==> src/hw/rtl/ats_pkg.sv <==
// Package for the adaptive tile subsampler: constants, codes and beat types.
// No dependencies; every other file of the block imports it.
package ats_pkg;

  localparam int unsigned TILE_SIZE   = 16;
  localparam int unsigned STACK_DEPTH = 16;

  localparam int unsigned POS_W   = 12;
  localparam int unsigned SIZE_W  = 6;
  localparam int unsigned COLOR_W = 16;
  localparam int unsigned KNOWN_W = 3;
  localparam int unsigned CI_W    = 3;
  localparam int unsigned CNT_W   = $clog2(STACK_DEPTH + 1);
  localparam int unsigned IDX_W   = $clog2(STACK_DEPTH);
  localparam int unsigned CFG_IDX_W  = 1;
  localparam int unsigned CFG_DATA_W = 16;

  localparam logic [COLOR_W-1:0] MASK_RESET     = 16'he79c;
  localparam logic [SIZE_W-1:0]  STOP_SIZE_HALF = 6'd4;
  localparam logic [SIZE_W-1:0]  STOP_SIZE_FULL = 6'd2;
  localparam logic [CI_W-1:0]    NUM_CORNERS    = 3'd4;

  typedef enum logic {
    OP_START  = 1'b0,
    OP_SAMPLE = 1'b1
  } ats_op_e;

  typedef enum logic {
    KIND_REQUEST = 1'b0,
    KIND_FILL    = 1'b1
  } ats_kind_e;

  typedef enum logic [CFG_IDX_W-1:0] {
    REG_COMPARE_MASK = 1'b0,
    REG_HALF_RES     = 1'b1
  } ats_reg_e;

  typedef struct packed {
    ats_op_e              operation;
    logic [POS_W-1:0]     tile_x;
    logic [POS_W-1:0]     tile_y;
    logic [COLOR_W-1:0]   sample_color;
  } ats_in_t;

  typedef struct packed {
    ats_kind_e            kind;
    logic [POS_W-1:0]     pos_x;
    logic [POS_W-1:0]     pos_y;
    logic [SIZE_W-1:0]    fill_size;
    logic [COLOR_W-1:0]   fill_color;
    logic                 tile_done;
    logic                 last;
  } ats_out_t;

  // Tile being sampled; known is 0 for none, k+1 for corner k inherited.
  typedef struct packed {
    logic [POS_W-1:0]     x;
    logic [POS_W-1:0]     y;
    logic [SIZE_W-1:0]    size;
    logic [KNOWN_W-1:0]   known;
  } ats_tile_t;

  // Stacked child tile with the parent corner colour it shares.
  typedef struct packed {
    logic [POS_W-1:0]     x;
    logic [POS_W-1:0]     y;
    logic [SIZE_W-1:0]    size;
    logic [1:0]           ki;
    logic [COLOR_W-1:0]   color;
  } ats_entry_t;

  // Burst of beats caused by one item: optional four fills, optional request.
  typedef struct packed {
    logic                      valid;
    logic                      fills;
    logic                      req;
    logic                      done;
    logic [POS_W-1:0]          req_x;
    logic [POS_W-1:0]          req_y;
    logic [POS_W-1:0]          fx0;
    logic [POS_W-1:0]          fx1;
    logic [POS_W-1:0]          fy0;
    logic [POS_W-1:0]          fy1;
    logic [SIZE_W-1:0]         hsz;
    logic [3:0][COLOR_W-1:0]   cols;
  } ats_burst_t;

endpackage

==> src/hw/rtl/ats_in_buf.sv <==
// Input register of the adaptive tile subsampler: holds one accepted beat.
// Depends on ats_pkg.
module ats_in_buf (
  input  logic            clk_i,
  input  logic            rst_ni,
  input  logic            in_valid_i,
  output logic            in_stall_o,
  input  ats_pkg::ats_in_t in_data_i,
  input  logic            take_i,
  output logic            vld_o,
  output ats_pkg::ats_in_t item_o
);
  import ats_pkg::*;

  logic    vld_q, vld_d;
  ats_in_t item_q, item_d;
  logic    accept;

  assign in_stall_o = vld_q & ~take_i;
  assign accept     = in_valid_i & ~in_stall_o;

  always_comb begin
    vld_d  = (vld_q & ~take_i) | accept;
    item_d = accept ? in_data_i : item_q;
  end

  always_ff @(posedge clk_i or negedge rst_ni) begin
    if (!rst_ni) begin
      vld_q <= 1'b0;
    end else begin
      vld_q <= vld_d;
    end
  end

  always_ff @(posedge clk_i) begin
    item_q <= item_d;
  end

  assign vld_o  = vld_q;
  assign item_o = item_q;
endmodule

==> src/hw/rtl/ats_core.sv <==
// Tile state, child stack and per-item decision of the adaptive tile subsampler.
// Depends on ats_pkg; produces one burst descriptor per taken item.
module ats_core (
  input  logic                               clk_i,
  input  logic                               rst_ni,
  input  logic                               cfg_we_i,
  input  logic [ats_pkg::CFG_IDX_W-1:0]      cfg_idx_i,
  input  logic [ats_pkg::CFG_DATA_W-1:0]     cfg_data_i,
  input  logic                               take_i,
  input  ats_pkg::ats_in_t                   item_i,
  output ats_pkg::ats_burst_t                burst_o
);
  import ats_pkg::*;

  logic [COLOR_W-1:0]         mask_q;
  logic                       half_q;
  logic                       busy_q, busy_d;
  logic [CNT_W-1:0]           count_q, count_d;
  ats_tile_t                  tile_q, tile_d;
  logic [3:0][COLOR_W-1:0]    cols_q, cols_d;
  logic [CI_W-1:0]            ci_q, ci_d;
  ats_entry_t                 stack_q [STACK_DEPTH];

  logic                       push_we;
  ats_entry_t                 child [3];
  logic [IDX_W-1:0]           push_idx [3];

  logic [POS_W-1:0]           x1, y1, xm, ym;
  logic [SIZE_W-1:0]          hsz;
  logic [CI_W-1:0]            ci_a, ci_b;
  logic [3:0][COLOR_W-1:0]    cols_n;
  logic                       stop, same, full;
  ats_entry_t                 top;
  logic [POS_W-1:0]           px1;
  logic [COLOR_W-1:0]         ref_col;

  always_comb begin
    x1  = tile_q.x + (POS_W'(tile_q.size) - POS_W'(1));
    y1  = tile_q.y + (POS_W'(tile_q.size) - POS_W'(1));
    hsz = tile_q.size >> 1;
    xm  = tile_q.x + POS_W'(hsz);
    ym  = tile_q.y + POS_W'(hsz);

    ci_a = ci_q + CI_W'(1);
    ci_b = (tile_q.known == KNOWN_W'(ci_a + CI_W'(1))) ? ci_a + CI_W'(1) : ci_a;

    cols_n = cols_q;
    if (ci_q < NUM_CORNERS) begin
      cols_n[ci_q[1:0]] = item_i.sample_color;
    end

    stop    = half_q ? (tile_q.size <= STOP_SIZE_HALF) : (tile_q.size <= STOP_SIZE_FULL);
    ref_col = cols_n[0] & mask_q;
    same    = ((cols_n[1] & mask_q) == ref_col) && ((cols_n[2] & mask_q) == ref_col) &&
              ((cols_n[3] & mask_q) == ref_col);
    full    = ((CNT_W+1)'(count_q) + (CNT_W+1)'(4)) > (CNT_W+1)'(STACK_DEPTH);

    top = stack_q[IDX_W'(count_q - CNT_W'(1))];
    px1 = top.x + (POS_W'(top.size) - POS_W'(1));

    for (int k = 0; k < 3; k++) begin
      child[k].x     = k[0] ? xm : tile_q.x;
      child[k].y     = k[1] ? ym : tile_q.y;
      child[k].size  = hsz;
      child[k].ki    = 2'(k);
      child[k].color = cols_n[k];
      push_idx[k]    = IDX_W'(count_q + CNT_W'(k));
    end

    busy_d  = busy_q;
    count_d = count_q;
    tile_d  = tile_q;
    cols_d  = cols_q;
    ci_d    = ci_q;
    push_we = 1'b0;

    burst_o       = '0;
    burst_o.fx0   = tile_q.x;
    burst_o.fx1   = xm;
    burst_o.fy0   = tile_q.y;
    burst_o.fy1   = ym;
    burst_o.hsz   = hsz;
    burst_o.cols  = cols_n;
    burst_o.done  = (count_q == '0);

    unique case (item_i.operation)
      OP_START: begin
        if (!busy_q) begin
          busy_d        = 1'b1;
          count_d       = '0;
          tile_d.x      = item_i.tile_x;
          tile_d.y      = item_i.tile_y;
          tile_d.size   = SIZE_W'(TILE_SIZE);
          tile_d.known  = '0;
          ci_d          = '0;
          burst_o.valid = 1'b1;
          burst_o.req   = 1'b1;
          burst_o.req_x = item_i.tile_x;
          burst_o.req_y = item_i.tile_y;
        end
      end
      OP_SAMPLE: begin
        if (busy_q) begin
          cols_d        = cols_n;
          ci_d          = ci_b;
          burst_o.valid = 1'b1;
          if (ci_b < NUM_CORNERS) begin
            // next missing corner of the current tile
            burst_o.req   = 1'b1;
            burst_o.req_x = ci_b[0] ? x1 : tile_q.x;
            burst_o.req_y = ci_b[1] ? y1 : tile_q.y;
          end else if (stop || same || full) begin
            burst_o.fills = 1'b1;
            if (count_q == '0) begin
              busy_d = 1'b0;
            end else begin
              // pop: the inherited corner skips its request
              count_d          = count_q - CNT_W'(1);
              tile_d.x         = top.x;
              tile_d.y         = top.y;
              tile_d.size      = top.size;
              tile_d.known     = KNOWN_W'(top.ki) + KNOWN_W'(1);
              cols_d[top.ki]   = top.color;
              ci_d             = (top.ki == 2'd0) ? CI_W'(1) : CI_W'(0);
              burst_o.req      = 1'b1;
              burst_o.req_x    = (top.ki == 2'd0) ? px1 : top.x;
              burst_o.req_y    = top.y;
            end
          end else begin
            // split: push three children, bottom-right child goes straight in
            push_we       = 1'b1;
            count_d       = count_q + CNT_W'(3);
            tile_d.x      = xm;
            tile_d.y      = ym;
            tile_d.size   = hsz;
            tile_d.known  = KNOWN_W'(4);
            ci_d          = '0;
            burst_o.req   = 1'b1;
            burst_o.req_x = xm;
            burst_o.req_y = ym;
          end
        end
      end
      default: ;
    endcase
  end

  always_ff @(posedge clk_i or negedge rst_ni) begin
    if (!rst_ni) begin
      mask_q  <= MASK_RESET;
      half_q  <= 1'b1;
      busy_q  <= 1'b0;
      count_q <= '0;
      tile_q  <= '0;
      cols_q  <= '0;
      ci_q    <= '0;
    end else begin
      if (cfg_we_i) begin
        unique case (cfg_idx_i)
          REG_COMPARE_MASK: mask_q <= cfg_data_i[COLOR_W-1:0];
          REG_HALF_RES:     half_q <= cfg_data_i[0];
          default: ;
        endcase
      end
      if (take_i) begin
        busy_q  <= busy_d;
        count_q <= count_d;
        tile_q  <= tile_d;
        cols_q  <= cols_d;
        ci_q    <= ci_d;
      end
    end
  end

  always_ff @(posedge clk_i) begin
    for (int i = 0; i < STACK_DEPTH; i++) begin
      for (int k = 0; k < 3; k++) begin
        if (take_i && push_we && push_idx[k] == IDX_W'(i)) begin
          stack_q[i] <= child[k];
        end
      end
    end
  end
endmodule

==> src/hw/rtl/ats_burst.sv <==
// Result register of the adaptive tile subsampler: plays out one burst as beats.
// Depends on ats_pkg; takes burst descriptors from ats_core.
module ats_burst (
  input  logic                 clk_i,
  input  logic                 rst_ni,
  input  logic                 load_i,
  input  ats_pkg::ats_burst_t  burst_i,
  output logic                 can_load_o,
  output logic                 out_valid_o,
  input  logic                 out_stall_i,
  output ats_pkg::ats_out_t    out_data_o
);
  import ats_pkg::*;

  ats_burst_t  desc_q;
  logic        vld_q, vld_d;
  logic [2:0]  beat_q, beat_d;
  logic        is_fill, is_last, fire;
  logic [2:0]  last_idx;

  always_comb begin
    is_fill  = desc_q.fills && !beat_q[2];
    last_idx = desc_q.fills ? (desc_q.req ? 3'd4 : 3'd3) : 3'd0;
    is_last  = (beat_q == last_idx);
    fire     = vld_q && !out_stall_i;
    can_load_o = !vld_q || (fire && is_last);

    out_data_o.kind       = is_fill ? KIND_FILL : KIND_REQUEST;
    out_data_o.pos_x      = is_fill ? (beat_q[0] ? desc_q.fx1 : desc_q.fx0) : desc_q.req_x;
    out_data_o.pos_y      = is_fill ? (beat_q[1] ? desc_q.fy1 : desc_q.fy0) : desc_q.req_y;
    out_data_o.fill_size  = is_fill ? desc_q.hsz : '0;
    out_data_o.fill_color = is_fill ? desc_q.cols[beat_q[1:0]] : '0;
    out_data_o.tile_done  = is_fill && desc_q.done && (beat_q == 3'd3);
    out_data_o.last       = is_last;

    vld_d  = vld_q;
    beat_d = beat_q;
    if (load_i) begin
      vld_d  = burst_i.valid;
      beat_d = '0;
    end else if (fire && is_last) begin
      vld_d = 1'b0;
    end else if (fire) begin
      beat_d = beat_q + 3'd1;
    end
  end

  assign out_valid_o = vld_q;

  always_ff @(posedge clk_i or negedge rst_ni) begin
    if (!rst_ni) begin
      vld_q  <= 1'b0;
      beat_q <= '0;
    end else begin
      vld_q  <= vld_d;
      beat_q <= beat_d;
    end
  end

  always_ff @(posedge clk_i) begin
    if (load_i) begin
      desc_q <= burst_i;
    end
  end
endmodule

==> src/hw/rtl/adaptive_tile_subsampler.sv <==
// Top level of the adaptive tile subsampler: input register, tile core, beat emitter.
// Depends on ats_pkg, ats_in_buf, ats_core and ats_burst.
//
// A start beat opens a 16-pixel tile; the block answers with sample requests for
// the corners it lacks, and each sample beat returns the colour of the last
// request. Once a tile has all four corners it is either filled as four quadrants
// (corners agree under compare_mask, stop size reached, or fewer than four stack
// entries free) or split into four children, three of them pushed on a 16-entry
// stack. A start gives one result beat; a sample gives one (request), four (final
// fills, with tile_done on the fourth) or five (fills, then the request of the next
// stacked tile). Each item is decided from the input register once the result
// register can take its burst; a burst is loaded into an empty result register or
// as the last beat of the previous burst leaves. Results leave the result register
// one beat per cycle unless out_stall_i holds them, while the next item waits in the
// input register. Start while busy and sample while idle are dropped without results.
// Write the configuration registers only while idle.
module adaptive_tile_subsampler (
  input  logic                            clk_i,
  input  logic                            rst_ni,
  input  logic                            cfg_we_i,
  input  logic [ats_pkg::CFG_IDX_W-1:0]   cfg_idx_i,
  input  logic [ats_pkg::CFG_DATA_W-1:0]  cfg_data_i,
  input  logic                            in_valid_i,
  output logic                            in_stall_o,
  input  ats_pkg::ats_in_t                in_data_i,
  output logic                            out_valid_o,
  input  logic                            out_stall_i,
  output ats_pkg::ats_out_t               out_data_o
);
  import ats_pkg::*;

  logic       item_vld;
  ats_in_t    item;
  logic       can_load;
  logic       take;
  ats_burst_t burst;

  // an item is decided only when the result register can take its burst
  assign take = item_vld & can_load;

  ats_in_buf u_in_buf (
    .clk_i      (clk_i),
    .rst_ni     (rst_ni),
    .in_valid_i (in_valid_i),
    .in_stall_o (in_stall_o),
    .in_data_i  (in_data_i),
    .take_i     (take),
    .vld_o      (item_vld),
    .item_o     (item)
  );

  ats_core u_core (
    .clk_i      (clk_i),
    .rst_ni     (rst_ni),
    .cfg_we_i   (cfg_we_i),
    .cfg_idx_i  (cfg_idx_i),
    .cfg_data_i (cfg_data_i),
    .take_i     (take),
    .item_i     (item),
    .burst_o    (burst)
  );

  ats_burst u_burst (
    .clk_i       (clk_i),
    .rst_ni      (rst_ni),
    .load_i      (take),
    .burst_i     (burst),
    .can_load_o  (can_load),
    .out_valid_o (out_valid_o),
    .out_stall_i (out_stall_i),
    .out_data_o  (out_data_o)
  );
endmodule

==> config.mk <==
export PLATFORM = sky130hd
export DESIGN_NAME = adaptive_tile_subsampler
export DESIGN_NICKNAME = d
export VERILOG_FILES = /design/src/hw/rtl/ats_pkg.sv /design/src/hw/rtl/ats_in_buf.sv /design/src/hw/rtl/ats_core.sv /design/src/hw/rtl/ats_burst.sv /design/src/hw/rtl/adaptive_tile_subsampler.sv
export SDC_FILE = /design/constraint.sdc
export NUM_CORES = 2
export LEC_CHECK = 0
export BUFFER_PORTS_ARGS = -buffer_cell sky130_fd_sc_hd__buf_2
export CAP_MARGIN = 20
export CORE_ASPECT_RATIO = 0.6
export CORE_MARGIN = 5
export CORE_UTILIZATION = 70
export CTS_BUF_LIST = sky130_fd_sc_hd__clkbuf_8
export CTS_CLUSTER_SIZE = 20
export DETAILED_ROUTE_END_ITERATION = 10
export GPL_TIMING_DRIVEN = 1
export MAX_ROUTING_LAYER = met4
export PLACE_DENSITY = 0.84
export SYNTH_ARGS = -nofsm -noshare
export SYNTH_HDL_FRONTEND = slang
export SYNTH_SLANG_ARGS = --single-unit
==> constraint.sdc <==
create_clock -name clk_i -period 14.9 [get_ports clk_i]
set_input_delay 2.98 -clock clk_i [delete_from_list [all_inputs] [get_ports clk_i]]
set_output_delay 2.98 -clock clk_i [all_outputs]
set_load 0.05 [all_outputs]
; ---- Word-level counts from Yosys, hierarchy flattened
; Memory sizes are Yosys's and may differ from the RTL's.
; Index checks and enable logic that the tools add are counted.
[op_classes]
n_addsub = 16
muxes = 238
n_reduce_logical = 91
n_lt_le_gt_ge = 10
n_bitwise = 45
eq_ne = 56
[op_table]
columns = cell, n
row1 = $mux 47, 45
row2 = $reduce_or 47->1, 13
row3 = $mux 64, 4
row4 = $mux 33, 5
row5 = $bwmux 64, 2
row6 = $mux 1, 125
row7 = $mux 24, 5
row8 = $eq 4x4->1 const B, 24
row9 = $mux 12, 7
row10 = $pmux 33 s2, 1
row11 = $and 16x16->16, 4
row12 = $demux 16 s2, 2
row13 = $mux 16, 4
row14 = $logic_and 1x1->1, 58
row15 = $mux 4, 13
row16 = $eq 16x16->1, 3
row17 = $eq 4x3->1 const B, 12
row18 = $pmux 24 s2, 1
row19 = $add 12x12->12, 3
row20 = $mux 3, 12
row21 = $or 1x1->1, 33
row22 = $bmux 16 s2, 1
row23 = $mux 5, 6
row24 = $add 12x5->12, 2
row25 = other kinds (36), 71
[totals]
reg_bits = 313
word_cells = 491
n_memories = 1
output_inout_bits = 51
ram_bits = 752
[mem_list]
columns = name, words, width, read_ports, rd_clocked_by_memory_dff, write_ports, line_no
row1 = u_core.stack_q, 16, 47, 1, 0, 3, ats_core.sv:22  ; ats_entry_t stack_q [STACK_DEPTH];

; ---- Logic depth before layout (Yosys ltp)
[logic_depth]
depth_word = 28
depth_mapped = 26
depth_no_buf = 19

; ---- By module
; From an unflattened synthesis, not the netlist that was laid out.
[unflattened]
hier_cells = 4714
hier_area_um2 = 56513.0
[by_module_without_submodules]
columns = mod, cells_each, area_each_um2, instances
row1 = ats_core, 4364, 49516.2, 1
row2 = ats_burst, 303, 5701.7, 1
row3 = ats_in_buf, 46, 1288.7, 1
row4 = adaptive_tile_subsampler, 1, 6.3, 1

; ---- Worst setup path before layout
; Ideal clock, no wire load.
[synth_timing]
path_kind = input port to flip-flop
start = input out_stall_i
end = register u_core.tile_q (netlist bit u_core.burst_o[93])
t_arrival_ns = 9.588
setup_ns = 0.142
path_stages = 9
setup_slack_ns = 5.170
path_buffers = 2
cell_sequence = o21ai_0 > and2_1 > clkbuf_1 > nand2_1 > a2111oi_0 > nor2_1 > clkbuf_1 > a21oi_1 > o21ai_0
[synth_via]
elab_chain_cells = 6
[synth_lines]
columns = element, line_no
row1 = start: declaration, adaptive_tile_subsampler.sv:27  ; input logic out_stall_i,
row2 = $logic_not 1->1, ats_burst.sv:25  ; fire = vld_q && !out_stall_i;
row3 = $logic_and 1x1->1, ats_burst.sv:25
row4 = $logic_and 1x1->1, ats_burst.sv:26  ; can_load_o = !vld_q || (fire && is_last);
row5 = $logic_or 1x1->1, ats_burst.sv:26
row6 = $and 1x1->1, adaptive_tile_subsampler.sv:39  ; assign take = item_vld & can_load;
row7 = net take, adaptive_tile_subsampler.sv:35  ; logic take;
row8 = $reduce_and 5->1 (no source line), n/a
row9 = end signal: assignment, ats_core.sv:168  ; tile_q <= tile_d;
row10 = end: declaration, ats_core.sv:19  ; ats_tile_t tile_q, tile_d;
; The timed path passes the listed nets, and every way through them passes these cells.
; A chain may end at the register's enable or synchronous reset.

==> impl_results.md <==
- RSZ-0062 raised after global routing: false
- Port Buffer Count: 111
- Number of cells after detailed placement: 5431
- Ys Warns: 0
- Final cycle utilization of the critical path: 52.2%
- DR pass1 iterations: 7
- Area growth from synthesis to final layout: 8.06%
- Static Leak: 22.2 nW
- Drt drc: 0
- Crit path arrival time: 8.25 ns
- Total overflow reported by the global router: 0
- Relative slew slack: 20.4%
- Share of layout cells above drive strength 1: 18.9%
- Sum of negative setup slack: 0 ns
- Post-synthesis cell area: 0.0561 mm^2
- Area post-placement: 0.0576 mm^2
- Final RePlAce weighted congestion: 0.972
- Mean cell area of the mapped netlist: 12.4 um^2
- Layout Cells excl Fill: 5727
- Area of all placed cells without fillers: 0.0606 mm^2
- Proportion of register bits with asynchronous set or reset after synthesis: 12.1%
- Number of flip-flops and latches in the synthesized netlist: 1047
- HPWL after detailed placement: 118 mm
- Via count of the first global-routing pass: 40701
- Slowest stage cell on the critical path: sky130_fd_sc_hd__and4_2
- Cell repeated most along the worst path: sky130_fd_sc_hd__buf_4
- Buffer count from post-CTS setup fixing: 0
- Num ports: 114
- Transition time at the pin with the least slew margin: 1.19 ns
- Fmax achieved: 0.129 GHz
- Kind of end point of the critical path: flip-flop
- Wire length per cell after detailed routing: 32.0 um
- Count of clock tree sinks: 1047
- Clock buffer count from CTS: 150
- Floorplan core area: 0.0795 mm^2
- Setup violators final: 0
- Largest fanout on the critical path: 83
- Post-Synthesis Cells: 4532
- Chip Width: 376 um
- Ratio of routed vias to standard cells: 7.47
- Die Ht: 229 um
- Die outline area: 0.0861 mm^2
- Filler Cell Count: 4738
- Most frequent cells in the layout: 920 x sky130_fd_sc_hd__edfxtp_1, 462 x sky130_fd_sc_hd__nand2_1, 318 x sky130_fd_sc_hd__nor2_1
- Worst Hold Class: flip-flop to flip-flop
- Classification of the worst setup path: flip-flop to flip-flop
- Number of endpoints with negative hold slack in the final report: 0
- Number of antenna violations at the first check in global routing: 5
- Clock Pin Slew Worst Setup and Hold Paths: 0.06 ns
- Layout Skew: 0.0363 ns
- Cell Chain, Critical Path: inv_1 > ha_1 > nand2b_1 > buf_4 > mux2i_2 > inv_2 > a211o_1 > nand4_1 > or3_1 > nor4_4 > buf_4 > a211oi_4 > buf_4 > and4_2 > or2_2 > buf_4
- Maximum count of clock buffers along a single path: 3
- Worst hold stages: 2
- Minimum period implied by the final worst setup slack: 7.77 ns
- Final antenna-violating net count: 0
- Startpoint class of the critical path: flip-flop
- Count of cells resized by post-cts repair: 0
- Most common cell after layout, fill and taps aside: sky130_fd_sc_hd__edfxtp_1
- Unique masters post-synth: 82
- Final-layout worst hold slack: 0.488 ns
- Maximum number of pins on one net before global-route repair: 84
- Max-slew violation total from the final report: 0
- Depth of the CTS H-tree: 4
- Vias post-DR: 42771
- Initial Util: 70.6%
- Sequential fraction of the synthesis area: 54.9%
- Worst reg-to-reg path cell count: 16
- 1st-iter DRT viols: 8607
- Clock tree from TritonCTS: done
- # Max-Cap Violations: 0
- Outcome: complete, no violations
- NumNets Final: 4659
- Number of hold buffers added after cts: 0
- Number of rows created at floorplan: 80
- Overall fraction of global-route tracks in use: 43.2%
- Total detailed-routing wirelength: 183 mm
- Most common flop cell mapped by yosys: sky130_fd_sc_hd__edfxtp_1
- Worst path max stage delay: 1.05 ns
- Wire length of the first global-routing pass: 265 mm
- Peak supply drop: 0.188 mV
- Power density normalized to cell area: 251 mW/mm^2
- Root cell of the clock tree: sky130_fd_sc_hd__clkbuf_8
- Number of synthesized flops with an enable pin: 920
- Latest clock arrival within the worst-skew pair: 0.87 ns
- Data required time at the worst endpoint: 15.38 ns
==> logic make-up after synthesis <==
logic type	share of synthesized area, %
multiplexers	16.6
AND/OR/NAND/NOR	8.68
buffers and inverters	3.79
other	0.00668
flip-flops	54.9
XOR/XNOR	5.10
AO/OA/AOI/OAI	9.32
adder cells (fa/ha/maj)	1.61
==> Yosys cell counts (13+ instances only) <==
library cell / count / area [um^2]
sky130_fd_sc_hd__or3_1: 15 / 93.8
sky130_fd_sc_hd__o22ai_1: 66 / 413
sky130_fd_sc_hd__a22oi_1: 76 / 571
sky130_fd_sc_hd__a21oi_1: 190 / 951
sky130_fd_sc_hd__nor3b_1: 21 / 158
sky130_fd_sc_hd__nand4_1: 14 / 87.6
sky130_fd_sc_hd__o21ai_0: 240 / 1200
sky130_fd_sc_hd__a221o_1: 18 / 180
sky130_fd_sc_hd__o211ai_1: 24 / 180
sky130_fd_sc_hd__xnor2_1: 99 / 867
sky130_fd_sc_hd__a21o_1: 21 / 158
sky130_fd_sc_hd__ha_1: 64 / 801
sky130_fd_sc_hd__buf_2: 63 / 315
sky130_fd_sc_hd__mux2_2: 84 / 946
sky130_fd_sc_hd__buf_1: 39 / 146
sky130_fd_sc_hd__a211oi_1: 13 / 97.6
sky130_fd_sc_hd__a221oi_1: 14 / 123
sky130_fd_sc_hd__mux2i_1: 234 / 2340
sky130_fd_sc_hd__inv_1: 84 / 315
sky130_fd_sc_hd__and3_1: 13 / 81.3
sky130_fd_sc_hd__o221ai_1: 45 / 394
sky130_fd_sc_hd__nand3_1: 74 / 370
sky130_fd_sc_hd__nor3_1: 100 / 500
sky130_fd_sc_hd__edfxtp_1: 920 / 27600
sky130_fd_sc_hd__nand2_1: 463 / 1740
sky130_fd_sc_hd__dfrtp_1: 116 / 2900
sky130_fd_sc_hd__o21ai_1: 78 / 390
sky130_fd_sc_hd__nor2_1: 333 / 1250
sky130_fd_sc_hd__buf_4: 14 / 105
sky130_fd_sc_hd__and2_1: 32 / 200
sky130_fd_sc_hd__clkbuf_1: 293 / 1100
sky130_fd_sc_hd__mux2_1: 41 / 462
sky130_fd_sc_hd__mux4_2: 235 / 5290
sky130_fd_sc_hd__xor2_1: 228 / 2000
==> final cells by class <==
| cell class | count | area (um^2) | area share (%) |
|---|---|---|---|
| antenna | 10 | 25.0 | 0.0413 |
| tap | 1066 | 1330 | 2.20 |
| sequential | 1047 | 30800 | 50.8 |
| inverter | 99 | 372 | 0.613 |
| clock buffer | 164 | 2260 | 3.72 |
| multi-input combinational | 2970 | 23500 | 38.7 |
| timing repair buffer | 259 | 1790 | 2.95 |
| clock inverter | 112 | 548 | 0.904 |
==> routing by layer <==
metal	routed length (um)	track usage (%)
met5	0	-
met4	8100	16.7
met3	40000	23.1
met2	73000	54.5
met1	62200	58.8
==> critical path: cells and delay by family (launching register included) <==
family | cells | cell delay, ns
buffers and inverters | 6 | 2.74
multiplexers | 1 | 0.90
AND/OR/NAND/NOR | 6 | 2.18
flip-flops | 1 | 0.51
adder cells (fa/ha/maj) | 1 | 0.35
AO/OA/AOI/OAI | 2 | 0.64
==> per-stage QoR <==
stage | total power [mW] | utilization, % | setup slack, ns
floorplan | 9.72 | - | 5.17
CTS | 14.7 | 76.0 | 7.47
detailed placement | 12.5 | 72.5 | 6.74
finish | 15.2 | 76.3 | 7.13
global placement | 12.1 | 72.5 | 6.73
global route | 15.7 | 76.3 | 7.14
==> power breakdown <==
group / internal, mW / switching, mW / leakage [nW] / total [mW]
clock: 1.06 / 1.17 / 1.64 / 2.23
combinational: 2.95 / 5.69 / 10.5 / 8.64
sequential: 4.04 / 0.285 / 10.1 / 4.33
==> path summary, 6_finish.rpt <==
path                                              endpoint                     startpoint  slack [ns]
setup / recovery           u_core.stack_q[6][24]$_DFFE_PP_     u_core.ci_q[0]$_DFFE_PN0P_        7.13
hold / removal               u_core.cols_q[29]$_DFFE_PN0P_  u_core.cols_q[29]$_DFFE_PN0P_        0.49
setup reg to reg           u_core.stack_q[6][24]$_DFFE_PP_     u_core.ci_q[0]$_DFFE_PN0P_        7.13
hold reg to reg              u_core.cols_q[29]$_DFFE_PN0P_  u_core.cols_q[29]$_DFFE_PN0P_        0.49
max in group asynchronous    u_burst.beat_q[1]$_DFFE_PN0P_                         rst_ni       11.21
min in group asynchronous     u_core.cols_q[4]$_DFFE_PN0P_                         rst_ni        2.15
==> state kept, by name, indices dropped and copies added (netlist names), 3 cells and up <==
name,count
u_core.stack_q,736
u_burst.desc_q,143
u_core.cols_q,64
u_in_buf.item_o,41
u_core.burst_o,28
u_core.mask_q,16
u_core.count_q,5
u_core.tile_q,4
u_burst.beat_q,3
u_core.ci_q,3
No activity file was read; power rests on OpenSTA's default activity.
